===== src/csmc_pkg.sv =====
// ----------------------------------------------------------------------------
// csmc_pkg
// Shared types, codes and helpers of the clock set-mode controller.
// ----------------------------------------------------------------------------
`default_nettype none

package csmc_pkg;

  // action codes
  localparam logic [3:0] ACT_TICK     = 4'd0;
  localparam logic [3:0] ACT_PRESS    = 4'd1;
  localparam logic [3:0] ACT_SET_MODE = 4'd2;
  localparam logic [3:0] ACT_NEXT_FLD = 4'd3;
  localparam logic [3:0] ACT_PREV_FLD = 4'd4;
  localparam logic [3:0] ACT_INC      = 4'd5;
  localparam logic [3:0] ACT_DEC      = 4'd6;
  localparam logic [3:0] ACT_ACCEPT   = 4'd7;
  localparam logic [3:0] ACT_CANCEL   = 4'd8;

  // mode codes
  localparam logic [2:0] MODE_HIDDEN   = 3'd0;
  localparam logic [2:0] MODE_DETAILS  = 3'd1;
  localparam logic [2:0] MODE_BRIGHT   = 3'd2;
  localparam logic [2:0] MODE_SET_TIME = 3'd3;
  localparam logic [2:0] MODE_SET_DATE = 3'd4;

  // edit field codes
  localparam logic [1:0] FLD_HOURS   = 2'd0;
  localparam logic [1:0] FLD_MINUTES = 2'd1;
  localparam logic [1:0] FLD_SECONDS = 2'd2;
  localparam logic [1:0] FLD_WEEKDAY = 2'd0;
  localparam logic [1:0] FLD_DAY     = 2'd1;
  localparam logic [1:0] FLD_MONTH   = 2'd2;
  localparam logic [1:0] FLD_YEAR    = 2'd3;

  // commit codes
  localparam logic [1:0] COMMIT_NONE = 2'd0;
  localparam logic [1:0] COMMIT_TIME = 2'd1;
  localparam logic [1:0] COMMIT_DATE = 2'd2;

  // config register indexes
  localparam logic [1:0] REG_SHORT_TO = 2'd0;
  localparam logic [1:0] REG_LONG_TO  = 2'd1;
  localparam logic [1:0] REG_TICK     = 2'd2;

  localparam logic [15:0] SHORT_TO_RST = 16'd3500;
  localparam logic [15:0] LONG_TO_RST  = 16'd5000;
  localparam logic [9:0]  TICK_RST     = 10'd10;

  localparam logic [16:0] ELAPSED_MAX = 17'h1FFFF;

  // field limits, 7 bits so they share one wrap helper
  localparam logic [6:0] HOURS_MAX   = 7'd23;
  localparam logic [6:0] MINSEC_MAX  = 7'd59;
  localparam logic [6:0] WEEKDAY_MAX = 7'd6;
  localparam logic [6:0] MONTH_MAX   = 7'd12;
  localparam logic [6:0] YEAR_MAX    = 7'd99;
  localparam logic [6:0] BRIGHT_MAX  = 7'd100;
  localparam logic [6:0] BRIGHT_STEP = 7'd5;
  localparam logic [6:0] BRIGHT_TOP  = 7'd95;

  typedef struct packed {
    logic [3:0] action;
    logic [2:0] target_mode;
    logic [4:0] now_hours;
    logic [5:0] now_minutes;
    logic [5:0] now_seconds;
    logic [2:0] now_weekday;
    logic [4:0] now_day;
    logic [3:0] now_month;
    logic [6:0] now_year;
  } in_t;

  typedef struct packed {
    logic [2:0] mode;
    logic [1:0] edit_field;
    logic [4:0] edit_hours;
    logic [5:0] edit_minutes;
    logic [5:0] edit_seconds;
    logic [2:0] edit_weekday;
    logic [4:0] edit_day;
    logic [3:0] edit_month;
    logic [6:0] edit_year;
    logic [6:0] brightness;
    logic       clock_run;
    logic [1:0] commit;
  } out_t;

  typedef struct packed {
    logic [2:0] weekday;
    logic [4:0] day;
    logic [3:0] month;
    logic [6:0] year;
  } date_t;

  // one wrapping step of a field between lo and hi
  function automatic logic [6:0] wrap_step(input logic [6:0] v, input logic [6:0] lo,
                                           input logic [6:0] hi, input logic up);
    logic [6:0] r;
    if (up) begin
      r = (v < hi) ? v + 7'd1 : lo;
    end else begin
      r = (v > lo) ? v - 7'd1 : hi;
    end
    return r;
  endfunction

endpackage

`default_nettype wire


===== src/csmc_date_edit.sv =====
// ----------------------------------------------------------------------------
// csmc_date_edit
// One increment or decrement of the selected date field, with the day
// clamped to the length of the resulting month.
// ----------------------------------------------------------------------------
`default_nettype none

module csmc_date_edit
  import csmc_pkg::*;
(
  input  wire date_t       date_i,
  input  wire logic [1:0]  field_i,
  input  wire logic        up_i,
  output date_t            date_o
);

  function automatic logic [4:0] month_len(input logic [3:0] mon, input logic [6:0] yr);
    logic [4:0] len;
    case (mon) inside
      4'd2:                   len = (yr[1:0] == 2'd0) ? 5'd29 : 5'd28;
      4'd4, 4'd6, 4'd9, 4'd11: len = 5'd30;
      default:                len = 5'd31;
    endcase
    return len;
  endfunction

  logic [4:0] cur_len;
  logic [4:0] new_len;
  logic [6:0] step;
  date_t      edited;

  assign cur_len = month_len(date_i.month, date_i.year);

  always_comb begin
    edited = date_i;
    step   = 7'd0;
    case (field_i)
      FLD_WEEKDAY: begin
        step           = wrap_step({4'd0, date_i.weekday}, 7'd0, WEEKDAY_MAX, up_i);
        edited.weekday = step[2:0];
      end
      FLD_DAY: begin
        step       = wrap_step({2'd0, date_i.day}, 7'd1, {2'd0, cur_len}, up_i);
        edited.day = step[4:0];
      end
      FLD_MONTH: begin
        step         = wrap_step({3'd0, date_i.month}, 7'd1, MONTH_MAX, up_i);
        edited.month = step[3:0];
      end
      default: begin
        step        = wrap_step(date_i.year, 7'd0, YEAR_MAX, up_i);
        edited.year = step;
      end
    endcase
  end

  assign new_len = month_len(edited.month, edited.year);

  always_comb begin
    date_o = edited;
    if (edited.day > new_len) begin
      date_o.day = new_len;
    end
  end

endmodule

`default_nettype wire


===== src/clock_set_mode_controller_core.sv =====
// ----------------------------------------------------------------------------
// clock_set_mode_controller_core
// Mode controller of a button-driven clock: modes, field editing, brightness
// and inactivity timeout.
// ----------------------------------------------------------------------------
// One event (tick or button action) is taken per clock cycle while in_ready is
// high, and yields one result, which is registered into the output buffer. All
// state is updated in the accepting cycle by a single pass of logic, so there is
// no internal loop. Results queue in a two-entry output buffer; in_ready drops
// only when both entries are held by a stalled consumer. Configuration writes
// take effect on the next event.
`default_nettype none

module clock_set_mode_controller_core
  import csmc_pkg::*;
(
  input  wire logic        clk,
  input  wire logic        rst_n,
  input  wire logic        in_valid,
  output logic             in_ready,
  input  wire in_t         in_data,
  output logic             out_valid,
  input  wire logic        out_ready,
  output out_t             out_data,
  input  wire logic        cfg_we,
  input  wire logic [1:0]  cfg_index,
  input  wire logic [15:0] cfg_wdata
);

  // config
  logic [15:0] short_to_r;
  logic [15:0] long_to_r;
  logic [9:0]  tick_r;

  // controller state
  logic [2:0]  mode_r,    mode_nxt;
  logic        counting_r, counting_nxt;
  logic [16:0] elapsed_r, elapsed_nxt;
  logic        lt_sel_r,  lt_sel_nxt;
  logic [1:0]  field_r,   field_nxt;
  logic [4:0]  hours_r,   hours_nxt;
  logic [5:0]  minutes_r, minutes_nxt;
  logic [5:0]  seconds_r, seconds_nxt;
  date_t       date_r,    date_nxt;
  logic [6:0]  bright_r,  bright_nxt;
  logic        run_r,     run_nxt;
  logic [1:0]  commit;

  // output buffer
  out_t        buf0_r, buf0_nxt;
  out_t        buf1_r, buf1_nxt;
  logic [1:0]  cnt_r,  cnt_nxt;

  logic        in_fire;
  logic        out_fire;
  logic        up;
  logic [17:0] tick_sum;
  logic [16:0] elapsed_tick;
  logic [15:0] limit;
  logic [2:0]  nfields;
  logic [2:0]  field_inc;
  logic [6:0]  tstep;
  date_t       date_edit;
  out_t        result;

  assign in_ready  = (cnt_r != 2'd2);
  assign out_valid = (cnt_r != 2'd0);
  assign out_data  = buf0_r;
  assign in_fire   = in_valid & in_ready;
  assign out_fire  = out_valid & out_ready;

  assign up           = (in_data.action == ACT_INC);
  assign tick_sum     = {1'b0, elapsed_r} + {8'd0, tick_r};
  assign elapsed_tick = counting_r ? (tick_sum[17] ? ELAPSED_MAX : tick_sum[16:0])
                                   : elapsed_r;
  assign limit        = lt_sel_r ? long_to_r : short_to_r;
  assign nfields      = (mode_r == MODE_SET_TIME) ? 3'd3 : 3'd4;
  assign field_inc    = {1'b0, field_r} + 3'd1;

  csmc_date_edit u_date_edit (
    .date_i  (date_r),
    .field_i (field_r),
    .up_i    (up),
    .date_o  (date_edit)
  );

  always_comb begin
    mode_nxt     = mode_r;
    counting_nxt = counting_r;
    elapsed_nxt  = elapsed_r;
    lt_sel_nxt   = lt_sel_r;
    field_nxt    = field_r;
    hours_nxt    = hours_r;
    minutes_nxt  = minutes_r;
    seconds_nxt  = seconds_r;
    date_nxt     = date_r;
    bright_nxt   = bright_r;
    run_nxt      = run_r;
    commit       = COMMIT_NONE;
    tstep        = 7'd0;

    case (in_data.action)
      ACT_TICK: begin
        elapsed_nxt = elapsed_tick;
        if (elapsed_tick > {1'b0, limit}) begin
          mode_nxt     = MODE_HIDDEN;
          counting_nxt = 1'b0;
          elapsed_nxt  = 17'd0;
          lt_sel_nxt   = 1'b0;
          run_nxt      = 1'b1;
        end
      end
      ACT_PRESS: begin
        elapsed_nxt  = 17'd0;
        counting_nxt = 1'b1;
      end
      ACT_SET_MODE: begin
        case (in_data.target_mode)
          MODE_HIDDEN: begin
            mode_nxt     = MODE_HIDDEN;
            counting_nxt = 1'b0;
            elapsed_nxt  = 17'd0;
            lt_sel_nxt   = 1'b0;
            run_nxt      = 1'b1;
          end
          MODE_DETAILS: mode_nxt = MODE_DETAILS;
          MODE_BRIGHT:  mode_nxt = MODE_BRIGHT;
          MODE_SET_TIME: begin
            mode_nxt    = MODE_SET_TIME;
            lt_sel_nxt  = 1'b1;
            field_nxt   = FLD_HOURS;
            run_nxt     = 1'b0;
            hours_nxt   = (in_data.now_hours > HOURS_MAX[4:0]) ? HOURS_MAX[4:0]
                                                               : in_data.now_hours;
            minutes_nxt = (in_data.now_minutes > MINSEC_MAX[5:0]) ? MINSEC_MAX[5:0]
                                                                  : in_data.now_minutes;
            seconds_nxt = (in_data.now_seconds > MINSEC_MAX[5:0]) ? MINSEC_MAX[5:0]
                                                                  : in_data.now_seconds;
          end
          MODE_SET_DATE: begin
            mode_nxt   = MODE_SET_DATE;
            lt_sel_nxt = 1'b1;
            field_nxt  = FLD_WEEKDAY;
            run_nxt    = 1'b0;
            date_nxt.weekday = (in_data.now_weekday > WEEKDAY_MAX[2:0]) ? WEEKDAY_MAX[2:0]
                                                                        : in_data.now_weekday;
            date_nxt.day     = (in_data.now_day == 5'd0) ? 5'd1 : in_data.now_day;
            if (in_data.now_month == 4'd0) begin
              date_nxt.month = 4'd1;
            end else if (in_data.now_month > MONTH_MAX[3:0]) begin
              date_nxt.month = MONTH_MAX[3:0];
            end else begin
              date_nxt.month = in_data.now_month;
            end
            date_nxt.year    = (in_data.now_year > YEAR_MAX) ? YEAR_MAX : in_data.now_year;
          end
          default: ;
        endcase
      end
      ACT_NEXT_FLD, ACT_PREV_FLD: begin
        if (mode_r == MODE_SET_TIME || mode_r == MODE_SET_DATE) begin
          if (in_data.action == ACT_NEXT_FLD) begin
            field_nxt = (field_inc < nfields) ? field_inc[1:0] : FLD_HOURS;
          end else if (field_r != 2'd0 && {1'b0, field_r} < nfields) begin
            field_nxt = field_r - 2'd1;
          end else begin
            field_nxt = nfields[1:0] - 2'd1;
          end
        end
      end
      ACT_INC, ACT_DEC: begin
        case (mode_r)
          MODE_BRIGHT: begin
            if (up) begin
              if (bright_r <= BRIGHT_TOP) bright_nxt = bright_r + BRIGHT_STEP;
            end else if (bright_r >= BRIGHT_STEP) begin
              bright_nxt = bright_r - BRIGHT_STEP;
            end
          end
          MODE_SET_TIME: begin
            case (field_r)
              FLD_HOURS: begin
                tstep     = wrap_step({2'd0, hours_r}, 7'd0, HOURS_MAX, up);
                hours_nxt = tstep[4:0];
              end
              FLD_MINUTES: begin
                tstep       = wrap_step({1'b0, minutes_r}, 7'd0, MINSEC_MAX, up);
                minutes_nxt = tstep[5:0];
              end
              FLD_SECONDS: begin
                tstep       = wrap_step({1'b0, seconds_r}, 7'd0, MINSEC_MAX, up);
                seconds_nxt = tstep[5:0];
              end
              default: ;
            endcase
          end
          MODE_SET_DATE: date_nxt = date_edit;
          default: ;
        endcase
      end
      ACT_ACCEPT, ACT_CANCEL: begin
        if (in_data.action == ACT_ACCEPT) begin
          if (mode_r == MODE_SET_TIME) begin
            commit = COMMIT_TIME;
          end else if (mode_r == MODE_SET_DATE) begin
            commit = COMMIT_DATE;
          end
        end
        mode_nxt     = MODE_HIDDEN;
        counting_nxt = 1'b0;
        elapsed_nxt  = 17'd0;
        lt_sel_nxt   = 1'b0;
        run_nxt      = 1'b1;
      end
      default: ;
    endcase
  end

  always_comb begin
    result.mode         = mode_nxt;
    result.edit_field   = field_nxt;
    result.edit_hours   = hours_nxt;
    result.edit_minutes = minutes_nxt;
    result.edit_seconds = seconds_nxt;
    result.edit_weekday = date_nxt.weekday;
    result.edit_day     = date_nxt.day;
    result.edit_month   = date_nxt.month;
    result.edit_year    = date_nxt.year;
    result.brightness   = bright_nxt;
    result.clock_run    = run_nxt;
    result.commit       = commit;
  end

  // two-entry output queue, head in buf0
  always_comb begin
    buf0_nxt = buf0_r;
    buf1_nxt = buf1_r;
    cnt_nxt  = cnt_r;
    if (in_fire && !out_fire) begin
      if (cnt_r == 2'd0) begin
        buf0_nxt = result;
      end else begin
        buf1_nxt = result;
      end
      cnt_nxt = cnt_r + 2'd1;
    end else if (!in_fire && out_fire) begin
      buf0_nxt = buf1_r;
      cnt_nxt  = cnt_r - 2'd1;
    end else if (in_fire && out_fire) begin
      if (cnt_r == 2'd1) begin
        buf0_nxt = result;
      end else begin
        buf0_nxt = buf1_r;
        buf1_nxt = result;
      end
    end
  end

  always_ff @(posedge clk) begin
    buf0_r <= buf0_nxt;
    buf1_r <= buf1_nxt;
  end

  always_ff @(posedge clk) begin
    if (!rst_n) begin
      cnt_r <= 2'd0;
    end else begin
      cnt_r <= cnt_nxt;
    end
  end

  always_ff @(posedge clk) begin
    if (!rst_n) begin
      short_to_r <= SHORT_TO_RST;
      long_to_r  <= LONG_TO_RST;
      tick_r     <= TICK_RST;
    end else if (cfg_we) begin
      case (cfg_index)
        REG_SHORT_TO: short_to_r <= cfg_wdata;
        REG_LONG_TO:  long_to_r  <= cfg_wdata;
        REG_TICK:     tick_r     <= cfg_wdata[9:0];
        default: ;
      endcase
    end
  end

  always_ff @(posedge clk) begin
    if (!rst_n) begin
      mode_r     <= MODE_HIDDEN;
      counting_r <= 1'b0;
      elapsed_r  <= 17'd0;
      lt_sel_r   <= 1'b0;
      field_r    <= 2'd0;
      hours_r    <= 5'd0;
      minutes_r  <= 6'd0;
      seconds_r  <= 6'd0;
      date_r     <= '{weekday: 3'd0, day: 5'd1, month: 4'd1, year: 7'd0};
      bright_r   <= BRIGHT_MAX;
      run_r      <= 1'b1;
    end else if (in_fire) begin
      mode_r     <= mode_nxt;
      counting_r <= counting_nxt;
      elapsed_r  <= elapsed_nxt;
      lt_sel_r   <= lt_sel_nxt;
      field_r    <= field_nxt;
      hours_r    <= hours_nxt;
      minutes_r  <= minutes_nxt;
      seconds_r  <= seconds_nxt;
      date_r     <= date_nxt;
      bright_r   <= bright_nxt;
      run_r      <= run_nxt;
    end
  end

  // clock runs exactly when the short timeout is in use
  a_run_vs_timeout: assert property (@(posedge clk) disable iff (!rst_n)
    run_r != lt_sel_r)
    else $error("run flag and timeout select out of step");

  a_commit_hidden: assert property (@(posedge clk) disable iff (!rst_n)
    out_valid && out_data.commit != COMMIT_NONE |-> out_data.mode == MODE_HIDDEN)
    else $error("commit reported outside hidden mode");

  a_bright_range: assert property (@(posedge clk) disable iff (!rst_n)
    bright_r <= BRIGHT_MAX)
    else $error("brightness above limit");

  a_cancel_hides: assert property (@(posedge clk) disable iff (!rst_n)
    in_fire && in_data.action == ACT_CANCEL |=> mode_r == MODE_HIDDEN && run_r)
    else $error("cancel did not return to hidden");

  a_queue_depth: assert property (@(posedge clk) disable iff (!rst_n)
    cnt_r != 2'd3)
    else $error("output queue overflow");

endmodule

`default_nettype wire


===== config.mk =====
export PLATFORM = sky130hd
export DESIGN_NAME = clock_set_mode_controller_core
export DESIGN_NICKNAME = d
export VERILOG_FILES = /design/src/csmc_pkg.sv /design/src/csmc_date_edit.sv /design/src/clock_set_mode_controller_core.sv
export SDC_FILE = /design/constraint.sdc
export NUM_CORES = 1
export LEC_CHECK = 0
export BUFFER_PORTS_ARGS = -buffer_cell sky130_fd_sc_hd__buf_2
export CORE_MARGIN = 2
export CORE_UTILIZATION = 49
export CTS_CLUSTER_SIZE = 14
export DETAILED_ROUTE_END_ITERATION = 10
export GPL_ROUTABILITY_DRIVEN = 0
export PLACE_DENSITY_LB_ADDON = 0.1
export SLEW_MARGIN = 20
export SYNTH_ARGS = -nofsm -noshare
export SYNTH_HDL_FRONTEND = slang
export SYNTH_SLANG_ARGS = --single-unit

===== constraint.sdc =====
create_clock -name clk -period 7.05 [get_ports clk]
set_input_delay 0 -clock clk [delete_from_list [all_inputs] [get_ports clk]]
set_output_delay 0 -clock clk [all_outputs]
set_load 0.05 [all_outputs]

==> metrics.csv, run 1 <==
metric,value,unit
synthArstFlopShare,0,%
clock_latency,0.54,ns
swShare,40.0,%
portBuffers,118,
clkSlewWorstSetupHoldPaths,0.06,ns
clockPowerShare,26.0,%
start_util,49.6,%
finalClockSkew,0.0211,ns
grt_pass1_vias,11100,
drc,0,
p_int,2.97,mW
ff2ff_path_depth,16,
r2r_setup_slack,2.38,ns
layout_min_cycle_time,4.67,ns
setup_viol,0,
status,"finished, final reports clean",
clock_sinks,214,
synth-seq-area-share,41.4,%
die_area,27400,µm²
dp_hpwl,22.8,mm
drv_cap,0,
cts_setup_buffers,0,
ctsResizeCount,0,
seq_power_share,38.1,%
die_w,166,µm
peakVddDrop,0.276,mV
met2_usage,42.1,%
critPathArrivalTime,4.95,ns
startpoint_type,flop,
grt_use_met1,31.5,%
max_freq,0.214,GHz
nFillCells,2327,
synth_nets,1615,
antenna_found_initial,2,
combPwrFrac,35.9,%
rows,59,
hold_buffers,58,
cp-end-kind,flop,
relSlewSlack,26.9,%
rsz0062_at_grt,false,
overflow,0,
cp_max_fo,9,
pwr_density_cell,329,nW/µm²
drt_iter0_drc,890,
vias,11400,
layout-drive-gt1-share,12.5,%
power_leakage,6.16,nW
netlist_area,12800,µm²
drt-pass1-iter-count,5,
finalMaxSlewViolations,0,
cts_tree,yes,
gr-max-usage-layer,met2,
numCtsBuffers,25,
gr-usage-all-layers,24.3,%
grt_max_degree,97,
via_per_inst,5.81,
yosysUniqueCellTypes,82,
synth_edf_count,102,
routed_wl,34.2,mm
p_sw,1.98,mW
wl_per_cell,17.4,µm
antenna_left,0,
worstSetupPathType,flop to flop,
setup_tns,0,ns
cts-root-buf,clkbuf_16,
hold_violations,0,
core_region_area,25800,µm²
die_h,166,µm
htree_levels,1,
area_delta_synth_final,17.2,%
io_pins,119,
final_core_util,58.1,%
netlist_instances,1485,
cp.required,7.33,ns
synth.avg_cell_area,8.62,µm²
synth_seq_cells,214,
finalNetCount,1740,
grt_pass1_wl,55.8,mm
worst_pin_slew,1.09,ns
hold_class,primary input to flop,
yosysWarnings,0,
synthFlopType,dfxtp_1,
period_share,66.3,%
clk_path_buf_depth,3,
use_met3,2.94,%
holdPathStages,5,
[placed cells by master (no fill, tap or decap), drive strengths merged, types with 27 or more instances in the layout]
cell type	count
a31oi	36
mux2i	30
nand3	53
nand2	214
nor2	178
inv	57
dlygate4sd3	59
clkbuf	33
nor2b	27
dfxtp	112
edfxtp	102
a21oi	80
buf	132
ha	63
o21ai	69
[metrics by stage]
step                      hold WS, ns  std cells  power (mW)  setup WS [ns]  instance area [µm²]
final                          0.0172       1966        4.94           2.38                15000
after global routing           0.0483       1966        5.21           2.03                15000
after CTS                    0.000490       1963        4.97           2.45                15000
after detailed placement        0.228       1859        3.66           2.46                13600
after global placement          0.225       1859        3.63           2.56                13600
after floorplan                 0.124       1485        3.23          0.589                12800
[state kept, by name (all words and copies together), names as in the netlist]
| signal | flops |
|---|---|
| buf1_r | 51 |
| out_data | 51 |
| date_r | 19 |
| elapsed_r | 17 |
| long_to_r | 16 |
| short_to_r | 16 |
| tick_r | 10 |
| bright_r | 7 |
| minutes_r | 6 |
| seconds_r | 6 |
| hours_r | 5 |
| mode_r | 3 |
| cnt_r | 2 |
| field_r | 2 |
| counting_r | 1 |
| lt_sel_r | 1 |
| run_r | 1 |
[cell usage after synthesis, drive strengths merged, types with 17 or more instances]
library cell | count | area (µm²)
clkbuf | 83 | 312
nor3 | 25 | 125
nor2b | 27 | 169
a31oi | 36 | 225
o211a | 24 | 240
edfxtp | 102 | 3060
xor2 | 17 | 149
nor3b | 18 | 135
inv | 55 | 206
ha | 63 | 788
nand2 | 214 | 803
a21boi | 25 | 188
a21oi | 80 | 400
a22oi | 18 | 135
mux2i | 30 | 300
nor2 | 178 | 668
o21ai | 69 | 345
nand3 | 53 | 265
dfxtp | 112 | 2240
[area by class of cell]
cell class / count / area [µm²] / area share [%]
clock inverters: 13 / 145 / 0.967
repair buffers: 191 / 1290 / 8.59
well taps: 335 / 419 / 2.79
multi-input cells: 1123 / 6970 / 46.5
diodes: 2 / 5.00 / 0.0333
flip-flops and latches: 214 / 5310 / 35.4
inverters: 55 / 206 / 1.38
clock buffers: 33 / 666 / 4.44
[path summary, 6_finish.rpt]
check,from,endpoint
worst max-delay path,date_r[7],out_data[21]
worst min register to register,long_to_r[2],long_to_r[2]
worst max register to register,date_r[7],out_data[21]
worst min-delay path,in_data[26],buf1_r[36]
[power groups by stage]
stage | combinational [mW] | clock (mW) | sequential (mW)
final | 1.78 | 1.28 | 1.88
after global placement | 1.73 | 0 | 1.90
after floorplan | 0.842 | 0 | 2.39
after CTS | 1.78 | 1.31 | 1.88
after global routing | 1.93 | 1.36 | 1.92
after detailed placement | 1.75 | 0 | 1.91
[cells by family after synthesis]
group                    Yosys count  synth area share (%)
flip-flops                       214                  41.4
AND/OR/NAND/NOR                  600                  21.5
buffers and inverters            148                  4.44
AO/OA/AOI/OAI                    389                  20.9
adder cells (fa/ha/maj)           64                  6.31
multiplexers                      42                  3.43
XOR/XNOR                          28                  1.91
[worst max-delay path, stage by stage, from the launching register on]
cell and delay (ns):
dfxtp_1 0.51, inv_1 0.16, ha_1 0.25, and2_1 0.16
ha_1 0.19, or2_2 0.28, o31ai_1 0.53, nand3_1 0.15
a31o_2 0.27, inv_1 0.05, ha_1 0.23, a211oi_1 0.23
nand4_1 0.11, nor4_1 0.63, o311ai_1 0.17, a31o_1 0.24
mux2_4 0.26
[routing by layer]
metal | up-vias | wire length (µm)
met3 | 72 | 1870
met4 | 0 | 1110
met5 | - | 0
met1 | 5329 | 15000
li1 | 5663 | -
met2 | 365 | 16200
Power figures use the tool's default switching activity.
==> run 2, diff against run 1 <==
Clock period 7.05 ns to 4.69 ns, I/O delays scaled along.
==> metrics.csv, run 2 (synthesized netlist as in run 1, its figures left out) <==
metric,value,unit,change
status,"finished, final reports clean",,
cp.required,4.96,ns,-2.37 ns
portBuffers,118,,unchanged
power_leakage,6.22,nW,+0.96%
overflow,0,,unchanged
start_util,49.6,%,unchanged
met2_usage,42.5,%,+0.41 points
dpl-instance-area,13700,µm²,+0.75%
drt_iter0_drc,855,,-3.9%
via_per_inst,5.83,,+0.30%
startpoint_type,flop,,
critPathMaxStageDelay,0.45,ns,-0.18 ns
dp_hpwl,23.4,mm,+2.5%
crit_path_top_delay_cell,fa_1,,
setup.worst_path.start,tick_r[0],,
final_common_cell,nand2_1,,
worstReg2RegStart,tick_r[0],,
layout_min_cycle_time,4.28,ns,-0.389 ns
path_cells,ha_1 -> fa_1 -> a211oi_2 -> o21ai_1 -> a21oi_2 -> o21ai_0 -> nand4_1 -> xor2_1 -> o21ai_0 -> ha_1 -> nand4_1 -> nor2_1 -> a211oi_1 -> o21ai_0 -> a2bb2oi_2 -> a31oi_2 -> a211o_1 -> mux2_2,,
hold_path_startpoint,cfg_we,,
finalClockSkew,0.0163,ns,-0.00483 ns
cp_max_fo,4,,-5
numCtsBuffers,24,,-4.0%
clock_sinks,214,,unchanged
clkSlewWorstSetupHoldPaths,0.06,ns,about the same
wl_per_cell,17.5,µm,+0.49%
cts-root-buf,clkbuf_16,,
grt_pass1_vias,10800,,-2.0%
cts_tree,yes,,
pwr_density_cell,490,nW/µm²,+49%
grt_use_met1,32.2,%,+0.72 points
drv_cap,0,,unchanged
cp-end-kind,flop,,
layout-drive-gt1-share,13.5,%,+1.1 points
drc,0,,unchanged
worst_pin_slew,0.882,ns,-0.212 ns
finalMaxSlewViolations,0,,unchanged
core_region_area,25800,µm²,unchanged
die_area,27400,µm²,unchanged
use_met3,2.51,%,-0.43 points
die_h,166,µm,unchanged
rows,59,,unchanged
hold_class,primary input to flop,,
max_freq,0.234,GHz,+9.1%
htree_levels,1,,unchanged
rsz0062_at_grt,false,,
cpMostUsedCell,o21ai_0,,
routed_wl,34.5,mm,+0.75%
worstSetupPathType,flop to flop,,
antenna_left,0,,unchanged
hold_ws,0.0153,ns,-0.00190 ns
final_area,15100,µm²,+0.38%
drt-pass1-iter-count,5,,unchanged
grt_max_degree,68,,-30%
io_pins,119,,unchanged
die_w,166,µm,unchanged
clock_latency,0.53,ns,about the same
final_cell_mix,"nand2_1, nor2_1, buf_2",,
ff2ff_path_depth,18,,+2
gr-usage-all-layers,24.4,%,+0.13 points
gr-max-usage-layer,met2,,
timing.rr.end,out_data[2],,
vias,11500,,+0.56%
peakVddDrop,0.434,mV,+57%
antenna_found_initial,1,,-1
clk_path_buf_depth,3,,unchanged
finalNetCount,1747,,+0.40%
hold_violations,0,,unchanged
area_delta_synth_final,17.6,%,
endpoint,out_data[2],,
period_share,91.3,%,+25 points
relSlewSlack,40.6,%,+14 points
setup_viol,0,,unchanged
r2r_setup_slack,0.41,ns,-1.97 ns
grt_pass1_wl,56.2,mm,+0.75%
setup_tns,0,ns,unchanged
critPathArrivalTime,4.56,ns,-0.39 ns
## run 2: cell count changes in the layout (fill, tap and decap cells not counted), moves of 2 or more
cell           change
clkbuf_4           +2
dlygate4sd3_1      -4
clkinv_1           -2
clkbuf_8           +4
bufinv_16          -2
clkinvlp_4         -4
buf_4             +11
## run 2: through the flow
step | util (%) | setup slack [ns] | total power [mW] | instances
2_1_floorplan | - | 0.478 | 4.85 | 1485
3_3_place_gp | 53.0 | 0.230 | 5.48 | 1871
3_5_place_dp | 53.0 | 0.192 | 5.53 | 1871
4_1_cts | 58.1 | 0.184 | 7.42 | 1969
5_1_grt | 58.3 | 0.0492 | 7.78 | 1971
6_report | 58.3 | 0.408 | 7.39 | 1971
## run 2: worst max-delay path: cells and delay by family (launching register included)
kind / cells / cell delay, ns
compound gates: 10 / 1.89
xor+xnor: 1 / 0.15
fa+ha+maj: 3 / 1.01
flops: 1 / 0.31
mux: 1 / 0.26
simple gates: 3 / 0.41
## run 2: worst min path at each step
stage | to | slack (ns) | depth (start not counted)
after floorplan | long_to_r[12] | 0.12 | 2
after global placement | short_to_r[10] | 0.22 | 3
after detailed placement | short_to_r[10] | 0.23 | 3
after CTS | mode_r[1] | 0.002 | 3
after global routing | long_to_r[11] | 0.05 | 5
final | long_to_r[13] | 0.02 | 5
## run 2: timing repair
item / 4_1_cts / 5_1_grt
hold buffers: 54 / 1
buffers inserted: 0 / 0
gates resized for setup: 0 / 5
hold endpoints to repair: 101 / 13
endpoints found under the setup margin: 0 / 20
## run 2: layout make-up
cell class	instances	area [µm²]
clock buffer	38	732
multi-input combinational	1123	7000
fill	2346	10800
clock inverter	6	46.3
sequential	214	5310
inverter	55	206
antenna	1	2.50
tap	335	419
timing repair buffer	199	1350
## run 2: power by group
part           leakage, nW  internal [mW]  switching, mW
sequential            1.89           2.57          0.234
combinational         3.94          0.784           1.94
clock                0.388           1.07          0.784
total                 6.22           4.43           2.96
## run 2: routing by layer
layer	wire length, µm	vias up
li1	-	5661
met3	1560	64
met5	0	-
met4	899	0
met1	15300	5469
met2	16700	299
